<file path="src/sv/rq_pkg.sv">
// ----------------------------------------------------------------------------
// rq_pkg: shared types and constants for the ready queue
// Entry layout, operation and status codes, controller state and the
// command/status bundles between controller and datapath.
// ----------------------------------------------------------------------------
package rq_pkg;

   // default number of queue slots
   localparam int QUEUE_DEPTH_DEF = 16;

   // field widths
   localparam int ID_W    = 16;
   localparam int PRIO_W  = 8;
   localparam int TAG_W   = 16;
   localparam int ENTRY_W = ID_W + PRIO_W + TAG_W;
   localparam int STAT_W  = 2;

   // status codes
   localparam logic [STAT_W-1:0] STAT_OK   = 2'd0;
   localparam logic [STAT_W-1:0] STAT_NONE = 2'd1;
   localparam logic [STAT_W-1:0] STAT_FULL = 2'd2;

   // one stored job, id in the low bits
   typedef struct packed {
      logic [TAG_W-1:0]  tag;
      logic [PRIO_W-1:0] prio;
      logic [ID_W-1:0]   id;
   } entry_type;

   typedef enum logic [1:0] {
      OP_INSERT = 2'd0,
      OP_POP    = 2'd1,
      OP_PEEK   = 2'd2,
      OP_REMOVE = 2'd3
   } op_type;

   // source of the pending result
   typedef enum logic [1:0] {
      PEND_NEW  = 2'd0,
      PEND_FULL = 2'd1,
      PEND_NONE = 2'd2,
      PEND_BEST = 2'd3
   } pend_type;

   typedef enum logic [2:0] {
      ST_IDLE   = 3'd0,
      ST_DECIDE = 3'd1,
      ST_SCAN   = 3'd2,
      ST_SHIFT  = 3'd3,
      ST_DONE   = 3'd4
   } state_type;

   // controller -> datapath
   typedef struct packed {
      logic     load_req;
      logic     ins_write;
      logic     count_dec;
      logic     scan_start;
      logic     scan_run;
      logic     shift_start;
      logic     shift_run;
      logic     pend_set;
      pend_type pend_kind;
      logic     rsp_load;
   } cmd_type;

   // datapath -> controller
   typedef struct packed {
      op_type op;
      logic   full;
      logic   empty;
      logic   scan_done;
      logic   found;
      logic   shift_done;
      logic   out_free;
   } stat_type;

endpackage

</file>
<file path="src/sv/rq_ram.sv">
// ----------------------------------------------------------------------------
// rq_ram: generic simple dual-port RAM
// One write port and one read port, read data registered.
// ----------------------------------------------------------------------------
module rq_ram #(
   parameter int WIDTH = rq_pkg::ENTRY_W,
   parameter int DEPTH = rq_pkg::QUEUE_DEPTH_DEF
) (
   input  logic                     clock,
   input  logic                     wr_en,
   input  logic [$clog2(DEPTH)-1:0] wr_addr,
   input  logic [WIDTH-1:0]         wr_data,
   input  logic [$clog2(DEPTH)-1:0] rd_addr,
   output logic [WIDTH-1:0]         rd_data
);

   logic [WIDTH-1:0] mem_ff [DEPTH];

   // write and registered read
   always_ff @(posedge clock) begin
      if (wr_en) begin
         mem_ff[wr_addr] <= wr_data;
      end
      rd_data <= mem_ff[rd_addr];
   end

endmodule

</file>
<file path="src/sv/rq_ctrl.sv">
// ----------------------------------------------------------------------------
// rq_ctrl: ready queue sequencer
// Accepts one request, steps the datapath through decide, scan and
// close-up, then hands the result to the output register.
// ----------------------------------------------------------------------------
module rq_ctrl (
   input  logic              clock,
   input  logic              reset,
   input  logic              req_tvalid,
   output logic              req_tready,
   input  rq_pkg::stat_type  stat,
   output rq_pkg::cmd_type   cmd
);
   import rq_pkg::*;

   state_type state_ff, state_in;

   // state register
   always_ff @(posedge clock) begin
      if (reset) begin
         state_ff <= ST_IDLE;
      end else begin
         state_ff <= state_in;
      end
   end

   // next state
   always_comb begin
      state_in = state_ff;
      case (state_ff)
         ST_IDLE: begin
            if (req_tvalid) state_in = ST_DECIDE;
         end
         ST_DECIDE: begin
            if (stat.op == OP_INSERT || stat.empty) state_in = ST_DONE;
            else state_in = ST_SCAN;
         end
         ST_SCAN: begin
            if (stat.scan_done) begin
               if (!stat.found || stat.op == OP_PEEK) state_in = ST_DONE;
               else state_in = ST_SHIFT;
            end
         end
         ST_SHIFT: begin
            if (stat.shift_done) state_in = ST_DONE;
         end
         ST_DONE: begin
            if (stat.out_free) state_in = ST_IDLE;
         end
         default: state_in = ST_IDLE;
      endcase
   end

   // outputs
   always_comb begin
      req_tready = 1'b0;
      cmd        = '0;
      cmd.pend_kind = PEND_NONE;
      case (state_ff)
         ST_IDLE: begin
            req_tready   = 1'b1;
            cmd.load_req = req_tvalid;
         end
         ST_DECIDE: begin
            if (stat.op == OP_INSERT) begin
               cmd.pend_set = 1'b1;
               if (stat.full) begin
                  cmd.pend_kind = PEND_FULL;
               end else begin
                  cmd.pend_kind = PEND_NEW;
                  cmd.ins_write = 1'b1;
               end
            end else if (stat.empty) begin
               cmd.pend_set  = 1'b1;
               cmd.pend_kind = PEND_NONE;
            end else begin
               cmd.scan_start = 1'b1;
            end
         end
         ST_SCAN: begin
            cmd.scan_run = 1'b1;
            if (stat.scan_done) begin
               cmd.pend_set = 1'b1;
               if (!stat.found) begin
                  cmd.pend_kind = PEND_NONE;
               end else begin
                  cmd.pend_kind   = PEND_BEST;
                  cmd.shift_start = (stat.op != OP_PEEK);
               end
            end
         end
         ST_SHIFT: begin
            cmd.shift_run = 1'b1;
            cmd.count_dec = stat.shift_done;
         end
         ST_DONE: begin
            cmd.rsp_load = stat.out_free;
         end
         default: begin
            cmd.pend_kind = PEND_NONE;
         end
      endcase
   end

endmodule

</file>
<file path="src/sv/rq_dpath.sv">
// ----------------------------------------------------------------------------
// rq_dpath: ready queue datapath
// Entry RAM, fill count, id counter, scan and close-up pointers, the
// pending result and the output register.
// ----------------------------------------------------------------------------
module rq_dpath #(
   parameter int QUEUE_DEPTH = rq_pkg::QUEUE_DEPTH_DEF
) (
   input  logic                        clock,
   input  logic                        reset,
   input  rq_pkg::cmd_type             cmd,
   output rq_pkg::stat_type            stat,
   input  logic                        csr_valid,
   input  logic                        csr_data,
   input  logic [1:0]                  req_op,
   input  logic [rq_pkg::PRIO_W-1:0]   req_prio,
   input  logic [rq_pkg::TAG_W-1:0]    req_tag,
   input  logic [rq_pkg::ID_W-1:0]     req_job_id,
   output logic                        rsp_tvalid,
   input  logic                        rsp_tready,
   output logic [rq_pkg::STAT_W-1:0]   rsp_status,
   output logic [rq_pkg::ENTRY_W-1:0]  rsp_entry
);
   import rq_pkg::*;

   localparam int IDX_W = $clog2(QUEUE_DEPTH);
   localparam int CNT_W = $clog2(QUEUE_DEPTH + 1);

   // request latch
   op_type            op_ff, op_in;
   logic [PRIO_W-1:0] prio_ff, prio_in;
   logic [TAG_W-1:0]  tag_ff, tag_in;
   logic [ID_W-1:0]   jobid_ff, jobid_in;

   // queue state
   logic              policy_ff, policy_in;
   logic [CNT_W-1:0]  count_ff, count_in;
   logic [ID_W-1:0]   next_id_ff, next_id_in;

   // scan
   logic [CNT_W-1:0]  scan_ff, scan_in;
   logic              chk_vld_ff, chk_vld_in;
   logic [IDX_W-1:0]  chk_idx_ff, chk_idx_in;
   logic              found_ff, found_in;
   logic [IDX_W-1:0]  best_idx_ff, best_idx_in;
   entry_type         best_ff, best_in;

   // close-up
   logic [CNT_W-1:0]  sh_ff, sh_in;
   logic              wr_vld_ff, wr_vld_in;
   logic [IDX_W-1:0]  wr_addr_ff, wr_addr_in;
   logic [CNT_W-1:0]  sh_back;

   // pending and output results
   logic [STAT_W-1:0] pend_stat_ff, pend_stat_in;
   entry_type         pend_ff, pend_in;
   logic              rsp_vld_ff, rsp_vld_in;
   logic [STAT_W-1:0] rsp_stat_ff, rsp_stat_in;
   entry_type         rsp_ff, rsp_in;

   // RAM ports
   logic                ram_we;
   logic [IDX_W-1:0]    ram_waddr;
   logic [ENTRY_W-1:0]  ram_wdata;
   logic [IDX_W-1:0]    ram_raddr;
   logic [ENTRY_W-1:0]  ram_rdata;
   entry_type           rd_entry;
   entry_type           new_entry;
   logic                take;
   logic                issue_scan;
   logic                issue_sh;

   rq_ram #(
      .WIDTH (ENTRY_W),
      .DEPTH (QUEUE_DEPTH)
   ) u_ram (
      .clock   (clock),
      .wr_en   (ram_we),
      .wr_addr (ram_waddr),
      .wr_data (ram_wdata),
      .rd_addr (ram_raddr),
      .rd_data (ram_rdata)
   );

   assign rd_entry  = ram_rdata;
   assign new_entry = '{tag: tag_ff, prio: prio_ff, id: next_id_ff};
   assign sh_back   = sh_ff - CNT_W'(1);

   // RAM port steering: insert at the tail, close-up writes one slot back
   always_comb begin
      ram_we    = cmd.ins_write | wr_vld_ff;
      ram_waddr = cmd.ins_write ? count_ff[IDX_W-1:0] : wr_addr_ff;
      ram_wdata = cmd.ins_write ? new_entry : ram_rdata;
      ram_raddr = cmd.shift_run ? sh_ff[IDX_W-1:0] : scan_ff[IDX_W-1:0];
   end

   // selection rule for the entry coming back from the RAM
   always_comb begin
      take = 1'b0;
      if (chk_vld_ff) begin
         if (op_ff == OP_REMOVE) take = !found_ff && (rd_entry.id == jobid_ff);
         else if (op_ff == OP_POP && !policy_ff) take = !found_ff;
         else take = !found_ff || (rd_entry.prio < best_ff.prio);
      end
   end

   assign issue_scan = scan_ff < count_ff;
   assign issue_sh   = sh_ff < count_ff;

   // next values
   always_comb begin
      op_in        = op_ff;
      prio_in      = prio_ff;
      tag_in       = tag_ff;
      jobid_in     = jobid_ff;
      policy_in    = policy_ff;
      count_in     = count_ff;
      next_id_in   = next_id_ff;
      scan_in      = scan_ff;
      chk_vld_in   = chk_vld_ff;
      chk_idx_in   = chk_idx_ff;
      found_in     = found_ff;
      best_idx_in  = best_idx_ff;
      best_in      = best_ff;
      sh_in        = sh_ff;
      wr_vld_in    = wr_vld_ff;
      wr_addr_in   = wr_addr_ff;
      pend_stat_in = pend_stat_ff;
      pend_in      = pend_ff;
      rsp_vld_in   = rsp_vld_ff;
      rsp_stat_in  = rsp_stat_ff;
      rsp_in       = rsp_ff;

      if (csr_valid) policy_in = csr_data;

      if (cmd.load_req) begin
         op_in    = op_type'(req_op);
         prio_in  = req_prio;
         tag_in   = req_tag;
         jobid_in = req_job_id;
      end

      if (cmd.ins_write) begin
         count_in   = count_ff + CNT_W'(1);
         next_id_in = next_id_ff + ID_W'(1);
      end
      if (cmd.count_dec) count_in = count_ff - CNT_W'(1);

      // scan: one read issued and one entry checked per cycle
      if (cmd.scan_start) begin
         scan_in    = '0;
         chk_vld_in = 1'b0;
         found_in   = 1'b0;
      end
      if (cmd.scan_run) begin
         if (issue_scan) scan_in = scan_ff + CNT_W'(1);
         chk_vld_in = issue_scan;
         chk_idx_in = scan_ff[IDX_W-1:0];
         if (take) begin
            found_in    = 1'b1;
            best_idx_in = chk_idx_ff;
            best_in     = rd_entry;
         end
      end

      // close-up: read slot i+1, write it to slot i next cycle
      if (cmd.shift_start) begin
         sh_in     = CNT_W'(best_idx_ff) + CNT_W'(1);
         wr_vld_in = 1'b0;
      end
      if (cmd.shift_run) begin
         if (issue_sh) sh_in = sh_ff + CNT_W'(1);
         wr_vld_in  = issue_sh;
         wr_addr_in = sh_back[IDX_W-1:0];
      end

      if (cmd.pend_set) begin
         case (cmd.pend_kind)
            PEND_NEW: begin
               pend_stat_in = STAT_OK;
               pend_in      = new_entry;
            end
            PEND_FULL: begin
               pend_stat_in = STAT_FULL;
               pend_in      = '0;
            end
            PEND_BEST: begin
               pend_stat_in = STAT_OK;
               pend_in      = best_ff;
            end
            default: begin
               pend_stat_in = STAT_NONE;
               pend_in      = '0;
            end
         endcase
      end

      // output register
      if (cmd.rsp_load) begin
         rsp_vld_in  = 1'b1;
         rsp_stat_in = pend_stat_ff;
         rsp_in      = pend_ff;
      end else if (rsp_tready) begin
         rsp_vld_in = 1'b0;
      end
   end

   // control registers
   always_ff @(posedge clock) begin
      if (reset) begin
         policy_ff  <= 1'b0;
         count_ff   <= '0;
         next_id_ff <= '0;
         scan_ff    <= '0;
         chk_vld_ff <= 1'b0;
         found_ff   <= 1'b0;
         sh_ff      <= '0;
         wr_vld_ff  <= 1'b0;
         rsp_vld_ff <= 1'b0;
         op_ff      <= OP_INSERT;
      end else begin
         policy_ff  <= policy_in;
         count_ff   <= count_in;
         next_id_ff <= next_id_in;
         scan_ff    <= scan_in;
         chk_vld_ff <= chk_vld_in;
         found_ff   <= found_in;
         sh_ff      <= sh_in;
         wr_vld_ff  <= wr_vld_in;
         rsp_vld_ff <= rsp_vld_in;
         op_ff      <= op_in;
      end
   end

   // payload registers
   always_ff @(posedge clock) begin
      prio_ff      <= prio_in;
      tag_ff       <= tag_in;
      jobid_ff     <= jobid_in;
      chk_idx_ff   <= chk_idx_in;
      best_idx_ff  <= best_idx_in;
      best_ff      <= best_in;
      wr_addr_ff   <= wr_addr_in;
      pend_stat_ff <= pend_stat_in;
      pend_ff      <= pend_in;
      rsp_stat_ff  <= rsp_stat_in;
      rsp_ff       <= rsp_in;
   end

   // status to the controller
   always_comb begin
      stat.op         = op_ff;
      stat.full       = count_ff == CNT_W'(QUEUE_DEPTH);
      stat.empty      = count_ff == '0;
      stat.scan_done  = !issue_scan && !chk_vld_ff;
      stat.found      = found_ff;
      stat.shift_done = !issue_sh && !wr_vld_ff;
      stat.out_free   = !rsp_vld_ff || rsp_tready;
   end

   assign rsp_tvalid = rsp_vld_ff;
   assign rsp_status = rsp_stat_ff;
   assign rsp_entry  = rsp_ff;

endmodule

</file>
<file path="src/sv/ready_queue_fifo_or_priority.sv">
// ----------------------------------------------------------------------------
// ready_queue_fifo_or_priority: job ready queue, FIFO or priority order
// Insert, pop by policy, peek best priority and remove by id over a queue
// kept in arrival order.
//
//   channel  dir  handshake              payload
//   req      in   req_tvalid/req_tready  tuser op, tdata prio/tag/job_id
//   rsp      out  rsp_tvalid/rsp_tready  tuser status, tdata id/prio/tag
//   csr      in   csr_valid/csr_ready    csr_data policy_mode (0 FIFO)
//
// One request at a time. Insert and any request on an empty queue skip
// the scan; pop, peek and remove scan the N held entries one by one
// through the single RAM read port. A pop or a remove that takes a job
// out then closes up, moving each job behind it one slot forward.
// Reset is synchronous and needs no clearing pass. A result waits in the
// output register while the next request is taken; the block stalls only
// when a second result is ready.
// ----------------------------------------------------------------------------
module ready_queue_fifo_or_priority #(
   parameter int QUEUE_DEPTH = rq_pkg::QUEUE_DEPTH_DEF
) (
   input  logic        clock,
   input  logic        reset,
   // configuration write
   input  logic        csr_valid,
   output logic        csr_ready,
   input  logic        csr_data,     // policy_mode
   // request channel
   input  logic        req_tvalid,
   output logic        req_tready,
   input  logic [1:0]  req_tuser,    // [1:0] op
   input  logic [39:0] req_tdata,    // [7:0] priority_req, [23:8] control_tag,
                                     // [39:24] job_id
   // response channel
   output logic        rsp_tvalid,
   input  logic        rsp_tready,
   output logic [1:0]  rsp_tuser,    // [1:0] status
   output logic [39:0] rsp_tdata     // [15:0] out_id, [23:16] out_priority,
                                     // [39:24] out_tag
);
   import rq_pkg::*;

   cmd_type  cmd;
   stat_type stat;

   // configuration is always accepted
   assign csr_ready = 1'b1;

   rq_ctrl u_ctrl (
      .clock      (clock),
      .reset      (reset),
      .req_tvalid (req_tvalid),
      .req_tready (req_tready),
      .stat       (stat),
      .cmd        (cmd)
   );

   rq_dpath #(
      .QUEUE_DEPTH (QUEUE_DEPTH)
   ) u_dpath (
      .clock      (clock),
      .reset      (reset),
      .cmd        (cmd),
      .stat       (stat),
      .csr_valid  (csr_valid),
      .csr_data   (csr_data),
      .req_op     (req_tuser),
      .req_prio   (req_tdata[7:0]),
      .req_tag    (req_tdata[23:8]),
      .req_job_id (req_tdata[39:24]),
      .rsp_tvalid (rsp_tvalid),
      .rsp_tready (rsp_tready),
      .rsp_status (rsp_tuser),
      .rsp_entry  (rsp_tdata)
   );

endmodule
</file>
<file path="config.mk">
export PLATFORM = sky130hd
export DESIGN_NAME = ready_queue_fifo_or_priority
export DESIGN_NICKNAME = d
export VERILOG_FILES = /design/src/sv/rq_pkg.sv /design/src/sv/rq_ram.sv /design/src/sv/rq_ctrl.sv /design/src/sv/rq_dpath.sv /design/src/sv/ready_queue_fifo_or_priority.sv
export SDC_FILE = /design/constraint.sdc
export NUM_CORES = 1
export LEC_CHECK = 0
export BUFFER_PORTS_ARGS = -buffer_cell sky130_fd_sc_hd__buf_4
export CAP_MARGIN = 20
export CORE_UTILIZATION = 45
export CTS_BUF_LIST = sky130_fd_sc_hd__clkbuf_16
export DETAILED_ROUTE_END_ITERATION = 6
export MAX_ROUTING_LAYER = met4
export SLEW_MARGIN = 10
export SYNTH_ARGS = -nofsm -noshare
export SYNTH_HDL_FRONTEND = slang
export SYNTH_HIERARCHICAL = 1
export SYNTH_SLANG_ARGS = --single-unit
</file>
<file path="constraint.sdc">
create_clock -name clock -period 15.7 [get_ports clock]
set_clock_uncertainty 0.2 [all_clocks]
set_input_delay 0 -clock clock [delete_from_list [all_inputs] [get_ports clock]]
set_output_delay 0 -clock clock [all_outputs]
set_load 0.05 [all_outputs]
</file>
# Yosys cells after proc, flatten, opt, wreduce, memory -nomap -nowiden
# Memory sizes are Yosys's and may differ from the RTL's. A register that Yosys moved wholly into a read port is not among the register bits.
# Index checks and enable logic that the tools add are counted.
# op_classes
bitwise_logic	1
n_addsub	7
order_cmp	3
n_reduce_logical	26
eq_ne	16
muxes	55
# ops
cell	n
$pmux 40 s2	1
$mux 40	1
$mux 5	8
$mux 1	29
$mux 3	9
$add 16x1->16 const B	1
$eq 16x16->1	1
$add 5x1->5 const B	3
$pmux 3 s5	1
$lt 5x5->1	2
$lt 8x8->1	1
$mux 4	2
$pmux 2 s2	2
$reduce_bool 2->1	4
$logic_not 1->1	7
$eq 2x2->1 const B	3
$eq 3x2->1 const B	2
$ne 2x2->1 const B	3
$add 4x1->5 const B	1
$eq 5x5->1 const B	1
$logic_not 5->1	1
$sub 5x1->5 const B	1
$eq 2x1->1 const B	2
$logic_and 1x1->1	4
13 further kinds	18
# totals
regBits	217
wordCells	137
ram_bits	640
memories	1
inputBits	48
out_inout_bits	45
# mem_list
name	depth	width	read_ports	rd_ports_with_merged_regs	write_ports	line	rtl
u_dpath.u_ram.mem_ff	16	40	1	1	1	rq_ram.sv:17	logic [WIDTH-1:0] mem_ff [DEPTH];

# Depth between registers and ports, before layout
# Gate-level depths: netlist (run 1).
# logic_depth
word_depth	8
mapped_depth	15
depth_no_buf	15

# By module
# The synthesis (run 1) kept the hierarchy.
# by_module_without_submodules
mod	n_inst	cells_each	area_per_inst_um2
rq_ram	1	1040	25132.9
rq_dpath	1	643	8932.3
rq_ctrl	1	45	315.3
ready_queue_fifo_or_priority	1	2	11.3

# Worst setup path before layout (run 1)
# No wires, ideal clock.
# synth_timing
path_type	register to register
from	register u_ctrl.state_ff[0]
to	memory u_dpath/u_ram/mem_ff[0][0] (netlist name), enable pin
stages_incl_launch_ff	10
synth_period_minus_slack_ns	5.709
arrival_time_ns	5.022
path_slack_ns	9.991
setup_time_ns	0.487
cell_sequence	dfxtp_1 > buf_6 > nor3b_2 > nand2_1 > nor2_1 > buf_6 > clkbuf_1 > mux2_2 > or3b_2 > nor3_1
# synth_rtl
element	line	rtl
from (decl)	rq_ctrl.sv:16	state_type state_ff, state_in;
from (signal assigned)	rq_ctrl.sv:23	state_ff <= state_in;
to (decl)	rq_ram.sv:17	

==> flow_metrics.env, run 1 <==
export IMPL_grt_pass1_wl_um=113000
export IMPL_critPathArrivalTime_ps=5300
export IMPL_cp_end_kind="register"
export IMPL_rows=101
export IMPL_via_count=17046
export IMPL_ir_drop_mv=0.0827
export IMPL_port_buffers=91
export IMPL_cts_buffer_depth=3
export IMPL_finalHoldViolCount=0
export IMPL_dieArea_sq_mm=0.0775
export IMPL_ys_seq_area_frac=0.760
export IMPL_cts_sinks=897
export IMPL_ios=93
export IMPL_rsz0062_at_grt="no"
export IMPL_cts_resized=0
export IMPL_routedWlPerCell_um=24.9
export IMPL_postSynthAreaPerCell_sq_um=19.9
export IMPL_tightest_slew_ps=1080
export IMPL_fin_crit_sh=0.335
export IMPL_start_util=0.454
export IMPL_grt_max_degree=89
export IMPL_synth_ff_type="edfxtp_1"
export IMPL_drtAntennaViolNets=0
export IMPL_crit_path_max_fanout=35
export IMPL_status="finished clean"
export IMPL_power_density_mw_per_mm2=140
export IMPL_die_h_um=278
export IMPL_grt_pass1_vias=17762
export IMPL_cts_clk_slew_worst_paths_ps=60
export IMPL_power_leakage_nw=13.0
export IMPL_hpwl_um=39900
export IMPL_cp_required_ps=15750
export IMPL_area_delta_synth_final_pct=16.4
export IMPL_place_congestion=0.801
export IMPL_firstDrtPassIters=5
export IMPL_clk_latency_ps=630
export IMPL_via_per_inst=5.65
export IMPL_yosys_warnings=6
export IMPL_htree_levels=3
export IMPL_wl_um=75200
export IMPL_synth_fp_nets=1806
export IMPL_synth_cell_types=60
export IMPL_max_slew_margin_rel=0.278
export IMPL_antenna_found_initial=1
export IMPL_cts_buffers_inserted=92
export IMPL_drt_iter0_markers=1300
export IMPL_ys_ff_latch=897
export IMPL_netlist_area_sq_mm=0.0344
export IMPL_finalNonFillerCells=3017
export IMPL_finalSetupViolCount=0
export IMPL_dp_cells=2750
export IMPL_antennaDiodeCount=0
export IMPL_drc=0
export IMPL_maxSlewViolCount=0
export IMPL_final_setup_tns_ps=0
export IMPL_core_area_sq_mm=0.0758
export IMPL_synthCells=1730
export IMPL_critPathKind="reg2reg"
export IMPL_cp_start_kind="register"
export IMPL_final_nets=2038
export IMPL_hold_class="in2reg"
export IMPL_layout_min_cycle_time_ps=5250
export IMPL_utilization=0.528
export IMPL_synth_edff_count=816
export IMPL_cts_root_buf="clkbuf_16"
export IMPL_drive_above_1_share=0.214
export IMPL_grt_ovfl_total=0
export IMPL_die_x_um=278
export IMPL_synthArstFlopShare=0
export IMPL_cts_tree="done"
export IMPL_drv_cap=0
export IMPL_achievable_frequency_mhz=190
export IMPL_grtUsageTotal=0.203
[cell usage after synthesis (2+ instances only)]
cell / count / area, sq um
edfxtp_1: 816 / 24500
a22oi_1: 121 / 908
nor2_1: 101 / 379
mux4_2: 100 / 2250
dfxtp_1: 81 / 1620
nand2_1: 71 / 267
mux4_1: 60 / 1580
clkbuf_1: 49 / 184
mux2_2: 49 / 552
inv_1: 29 / 109
ha_1: 27 / 338
a21oi_1: 24 / 120
xnor2_1: 22 / 193
nor3_1: 16 / 80.1
buf_2: 15 / 75.1
o21ai_0: 13 / 65.1
xor2_1: 13 / 114
buf_12: 11 / 220
nand3_1: 11 / 55.1
nand4_1: 10 / 62.6
nor2b_1: 9 / 56.3
a21o_1: 6 / 45.0
a31oi_1: 6 / 37.5
nand2b_1: 6 / 37.5
and2_1: 5 / 31.3
mux2i_1: 5 / 50.1
nand3b_1: 5 / 37.5
nor3b_1: 4 / 30.0
buf_6: 3 / 33.8
o211ai_1: 3 / 22.5
a211oi_1: 2 / 15.0
a311oi_1: 2 / 17.5
and3_1: 2 / 12.5
and3_2: 2 / 15.0
and3b_1: 2 / 17.5
buf_1: 2 / 7.51
buf_4: 2 / 15.0
nand4b_1: 2 / 17.5
or3_1: 2 / 12.5
[routing by layer]
| layer | up-vias | routed length (um) | track usage |
|---|---|---|---|
| met5 | - | 0 | - |
| met4 | 0 | 1290 | 0.0478 |
| met3 | 97 | 4030 | 0.0328 |
| met2 | 462 | 36400 | 0.321 |
| met1 | 8959 | 33400 | 0.277 |
| li1 | 7528 | - | - |
[flip-flops by register name, summed over array words and instances, names as in the netlist, 3 cells and up]
register,cells
u_dpath/u_ram/mem_ff,640
u_dpath/best_ff,40
u_dpath/pend_ff,40
u_dpath/rsp_entry,40
u_dpath/u_ram/rd_data,40
u_dpath/jobid_ff,16
u_dpath/next_id_ff,16
u_dpath/tag_ff,16
u_dpath/prio_ff,8
u_dpath/count_ff,5
u_dpath/scan_ff,5
u_dpath/sh_ff,5
u_dpath/best_idx_ff,4
u_dpath/chk_idx_ff,4
u_dpath/wr_addr_ff,4
u_ctrl/state_ff,3
[cells in the final DEF, fill, tap and decap left out, drive strengths merged, types with 22 or more instances in the layout]
master | netlist | final
a21oi | 24 | 24
mux2 | 49 | 49
dfxtp | 81 | 81
nor2 | 101 | 101
clkbuf | 49 | 92
ha | 27 | 27
nand2 | 71 | 71
mux4 | 160 | 160
buf | 33 | 126
edfxtp | 816 | 816
dlygate4sd3 | 0 | 94
xnor2 | 22 | 22
clkinv | 0 | 42
inv | 29 | 57
a22oi | 121 | 121
[worst paths after layout]
path                             from                            to  slack (ps)  depth (start not counted)
setup / recovery   u_ctrl/state_ff[0]  u_dpath/u_ram/mem_ff[12][26]       10450                          8
hold / removal                  reset             u_dpath/wr_vld_ff         190                          3
setup reg to reg   u_ctrl/state_ff[0]  u_dpath/u_ram/mem_ff[12][26]       10450                          8
hold reg to reg   u_dpath/pend_ff[25]         u_dpath/rsp_entry[25]         220                          0
[repair_timing]
action | CTS | global route
hold endpoints to repair | 101 | 0
hold buffers | 94 | 0
setup buffers | 0 | 0
[through the flow]
step	cell area (sq um)	hold WS, ps	total power [W]	setup slack (ps)
2_1_floorplan	34400	-131	0.00335	9990
3_3_place_gp	36200	-21.3	0.00356	10650
3_5_place_dp	36200	-20.8	0.00359	10520
4_1_cts	40000	160	0.00567	10510
5_1_grt	40000	213	0.00581	10200
6_report	40000	189	0.00561	10450
[critical path, cell delays in order, from the launching register on]
cell and delay, ps:
dfxtp_1 520, nor3b_2 330, nand2_1 220, nor2_4 710, buf_4 620, mux2_2 310
nand3_1 310, nor3_2 910, buf_4 700
[final cells by class]
cell class | count | area (sq um)
clock buffers | 92 | 2300
clock inverters | 79 | 558
fillers | 5935 | 35800
inverters | 29 | 109
multi-input cells | 722 | 7810
flip-flops and latches | 897 | 26100
well taps | 978 | 1220
repair buffers | 220 | 1900
[kinds of logic (layout without fill, tap and decap cells)]
logic type / after synthesis / after routing / share of synthesized area
DFF: 897 / 897 / 0.760
and+or+nand+nor: 260 / 260 / 0.0357
muxes: 214 / 214 / 0.129
AOI/OAI and AO/OA: 184 / 184 / 0.0377
buffers and inverters: 111 / 420 / 0.0187
xor gates and xnor gates: 35 / 35 / 0.00891
adders and majority gates: 28 / 28 / 0.0104
other: 1 / 1 / 0.000109
[power by group]
group	internal, W	switching, W	total [W]
Sequential	0.00290	0.0000499	0.00295
Clock	0.00118	0.000881	0.00206
Combinational	0.000165	0.000437	0.000602
(Power assumes the default switching activity.)
==> run 2, diff against run 1 <==
ABC_AREA = 1   (was unset)
clock period = 4.7 ns   (was 15.7 ns; I/O delays follow)
==> flow_metrics.env, run 2 <==
export IMPL_status="finished with violations"
export IMPL_violations="design-rule violations"
export IMPL_cp_top_family="simple AND/OR/NAND/NOR gates"
export IMPL_wl_um=95700
export IMPL_synthCells=3541
export IMPL_nFillCells=7163
export IMPL_path_buf_inv=4
export IMPL_grt_pass1_vias=23432
export IMPL_crit_path_max_fanout=29
export IMPL_synth_top_area_frac=0.649
export IMPL_place_ws_ps=775
export IMPL_synth_top_family_by_area="simple AND/OR/NAND/NOR gates"
export IMPL_crit_slowest_cell="dfxtp_1"
export IMPL_ff_latch_area_sq_mm=0.0261
export IMPL_cts_clk_slew_worst_paths_ps=60
export IMPL_antenna_found_initial=1
export IMPL_drv_cap=0
export IMPL_synth_cell_types=44
export IMPL_synth_fp_nets=3617
export IMPL_routedWlPerCell_um=19.6
export IMPL_synth_compound_area_share=0.0199
export IMPL_maxSlewViolCount=0
export IMPL_largest_reg_flops=640
export IMPL_drt_iter0_markers=2360
export IMPL_ir_drop_mv=0.237
export IMPL_fin_crit_sh=0.849
export IMPL_via_count=24820
export IMPL_final_nets=3813
export IMPL_top_register="u_dpath/u_ram/mem_ff"
export IMPL_synthXorXnorAreaFrac=0.00395
export IMPL_synthTopCellsByCount="1,105 x nand2_1, 816 x edfxtp_1, 570 x inv_1"
export IMPL_layout_min_cycle_time_ps=3990
export IMPL_firstDrtPassIters=7
export IMPL_cp_required_ps=4750
export IMPL_worst_slack_ps=708
export IMPL_cts_buffer_depth=3
export IMPL_tightest_slew_ps=990
export IMPL_ys_ff_latch=897
export IMPL_synthArstFlopShare=0
export IMPL_cts_resized=0
export IMPL_rows=105
export IMPL_drtAntennaViolNets=0
export IMPL_ys_seq_area_frac=0.692
export IMPL_synthMuxAreaShare=0.000265
export IMPL_grt_ovfl_total=0
export IMPL_achievable_frequency_mhz=250
export IMPL_min_path_cells=3
export IMPL_cp_end_kind="register"
export IMPL_finalSetupViolCount=0
export IMPL_synth_edff_count=816
export IMPL_yosys_cell_count_top_type="nand2_1"
export IMPL_grtUsageTotal=0.233
export IMPL_start_util=0.457
export IMPL_cts_root_buf="clkbuf_16"
export IMPL_postSynthAreaPerCell_sq_um=10.7
export IMPL_power_leakage_nw=17.9
export IMPL_drc=9
export IMPL_grt_max_degree=175
export IMPL_hold_slack_ps=99.1
export IMPL_critPathArrivalTime_ps=4050
export IMPL_crit_chain="inv_2 -> nor3_2 -> nand2_1 -> nor2_4 -> inv_2 -> buf_4 -> o21ai_0 -> nand3b_1 -> nor2_4 -> buf_4"
export IMPL_cts_sinks=897
export IMPL_area_delta_synth_final_pct=15.5
export IMPL_cp_start_kind="register"
export IMPL_yosys_warnings=6
export IMPL_yosysTopAreaCell="edfxtp_1"
export IMPL_die_x_um=292
export IMPL_die_h_um=292
export IMPL_clk_latency_ps=630
export IMPL_grt_pass1_wl_um=145000
export IMPL_most_common_layout_cells="1,104 x nand2_1, 816 x edfxtp_1, 584 x inv_1"
export IMPL_hold_class="in2reg"
export IMPL_dieArea_sq_mm=0.0850
export IMPL_final_setup_tns_ps=0
export IMPL_cts_tree="done"
export IMPL_place_congestion=0.797
export IMPL_drive_above_1_share=0.0949
export IMPL_htree_levels=3
export IMPL_cts_buffers_inserted=93
export IMPL_synth_ff_type="edfxtp_1"
export IMPL_netlist_area_sq_mm=0.0377
export IMPL_multi_input_area_sq_mm=0.00869
export IMPL_finalHoldViolCount=0
export IMPL_critPathKind="reg2reg"
export IMPL_slowest_delay_ps=640
export IMPL_cp_num_cells=10
export IMPL_max_slew_margin_rel=0.336
export IMPL_yosys_area_share_simple=0.191
export IMPL_rsz0062_at_grt="no"
export IMPL_synthTopCellsByArea="edfxtp_1 65%, nand2_1 11%, nand3_1 6.7%"
export IMPL_hpwl_um=52000
export IMPL_power_density_mw_per_mm2=447
export IMPL_core_area_sq_mm=0.0825
export IMPL_ios=93
export IMPL_port_buffers=91
export IMPL_r2r_cells=10
export IMPL_yosys_area_share_adder=0.00948
export IMPL_via_per_inst=5.08
export IMPL_final_common_cell="nand2_1"
run 2: cell count changes after synthesis, moves of 49 or more:
cell / before / now
mux4_1: 60 / 0
a21oi_1: 24 / 79
nand2_1: 71 / 1105
mux4_2: 100 / 0
inv_1: 29 / 570
nand3_1: 11 / 506
a22oi_1: 121 / 0
mux2_2: 49 / 0
run 2: cell type report:
class	instances	share of cell area
multi-input combinational	1900	0.199
clock inverter	76	0.0106
inverter	582	0.0504
clock buffer	96	0.0551
timing repair buffer	263	0.0546
tap	1070	0.0307
antenna	1	0.0000574
sequential	897	0.599
run 2: stage by stage:
stage               area [sq um]   util  instances  total power, W
finish                     43600  0.528       4885          0.0195
global route               43600  0.528       4884          0.0202
CTS                        43600  0.528       4882          0.0196
detailed placement         39800  0.482       4617          0.0127
global placement           39800  0.482       4617          0.0126
floorplan                  37800      -       3541          0.0116
run 2: path summary, 6_finish.rpt:
check / start / endpoint / slack (ps)
max reg2reg: u_ctrl/state_ff[0] / u_dpath/u_ram/mem_ff[11][27] / 710
min: reset / u_dpath/next_id_ff[13] / 100
min reg2reg: u_dpath/pend_ff[32] / u_dpath/rsp_entry[32] / 210
max: u_ctrl/state_ff[0] / u_dpath/u_ram/mem_ff[11][27] / 710
run 2: cells by family after synthesis:
group                    Yosys count
multiplexers                       1
flip-flops                       897
AO/OA/AOI/OAI                    144
other                              1
buffers and inverters            744
AND/OR/NAND/NOR                 1709
adder cells (fa/ha/maj)           28
XOR/XNOR                          17
run 2: worst reg2reg max path: cells and delay by family (launching register included):
kind                   cells  cell delay [ps]
and+or+nand+nor            5             1250
DFF                        1              640
buffers and inverters      4              930
AOI/OAI and AO/OA          1              560
run 2: layer usage:
| layer | vias up | track usage | part of all wire |
|---|---|---|---|
| li1 | 11944 | - | - |
| met5 | - | - | 0 |
| met1 | 11859 | 0.317 | 0.44 |
| met2 | 871 | 0.364 | 0.47 |
| met4 | 0 | 0.0689 | 0.024 |
| met3 | 146 | 0.0331 | 0.069 |
run 2: power by group:
| part | internal [W] | leakage [nW] | switching, W |
|---|---|---|---|
| Combinational | 0.000588 | 8.30 | 0.00188 |
| Sequential | 0.00986 | 8.10 | 0.000247 |
| Clock | 0.00395 | 1.48 | 0.00298 |
run 2: timing repair:
item	4_1_cts	5_1_grt
hold endpoints to repair	67	0
setup buffers	0	0
hold buffers	93	0
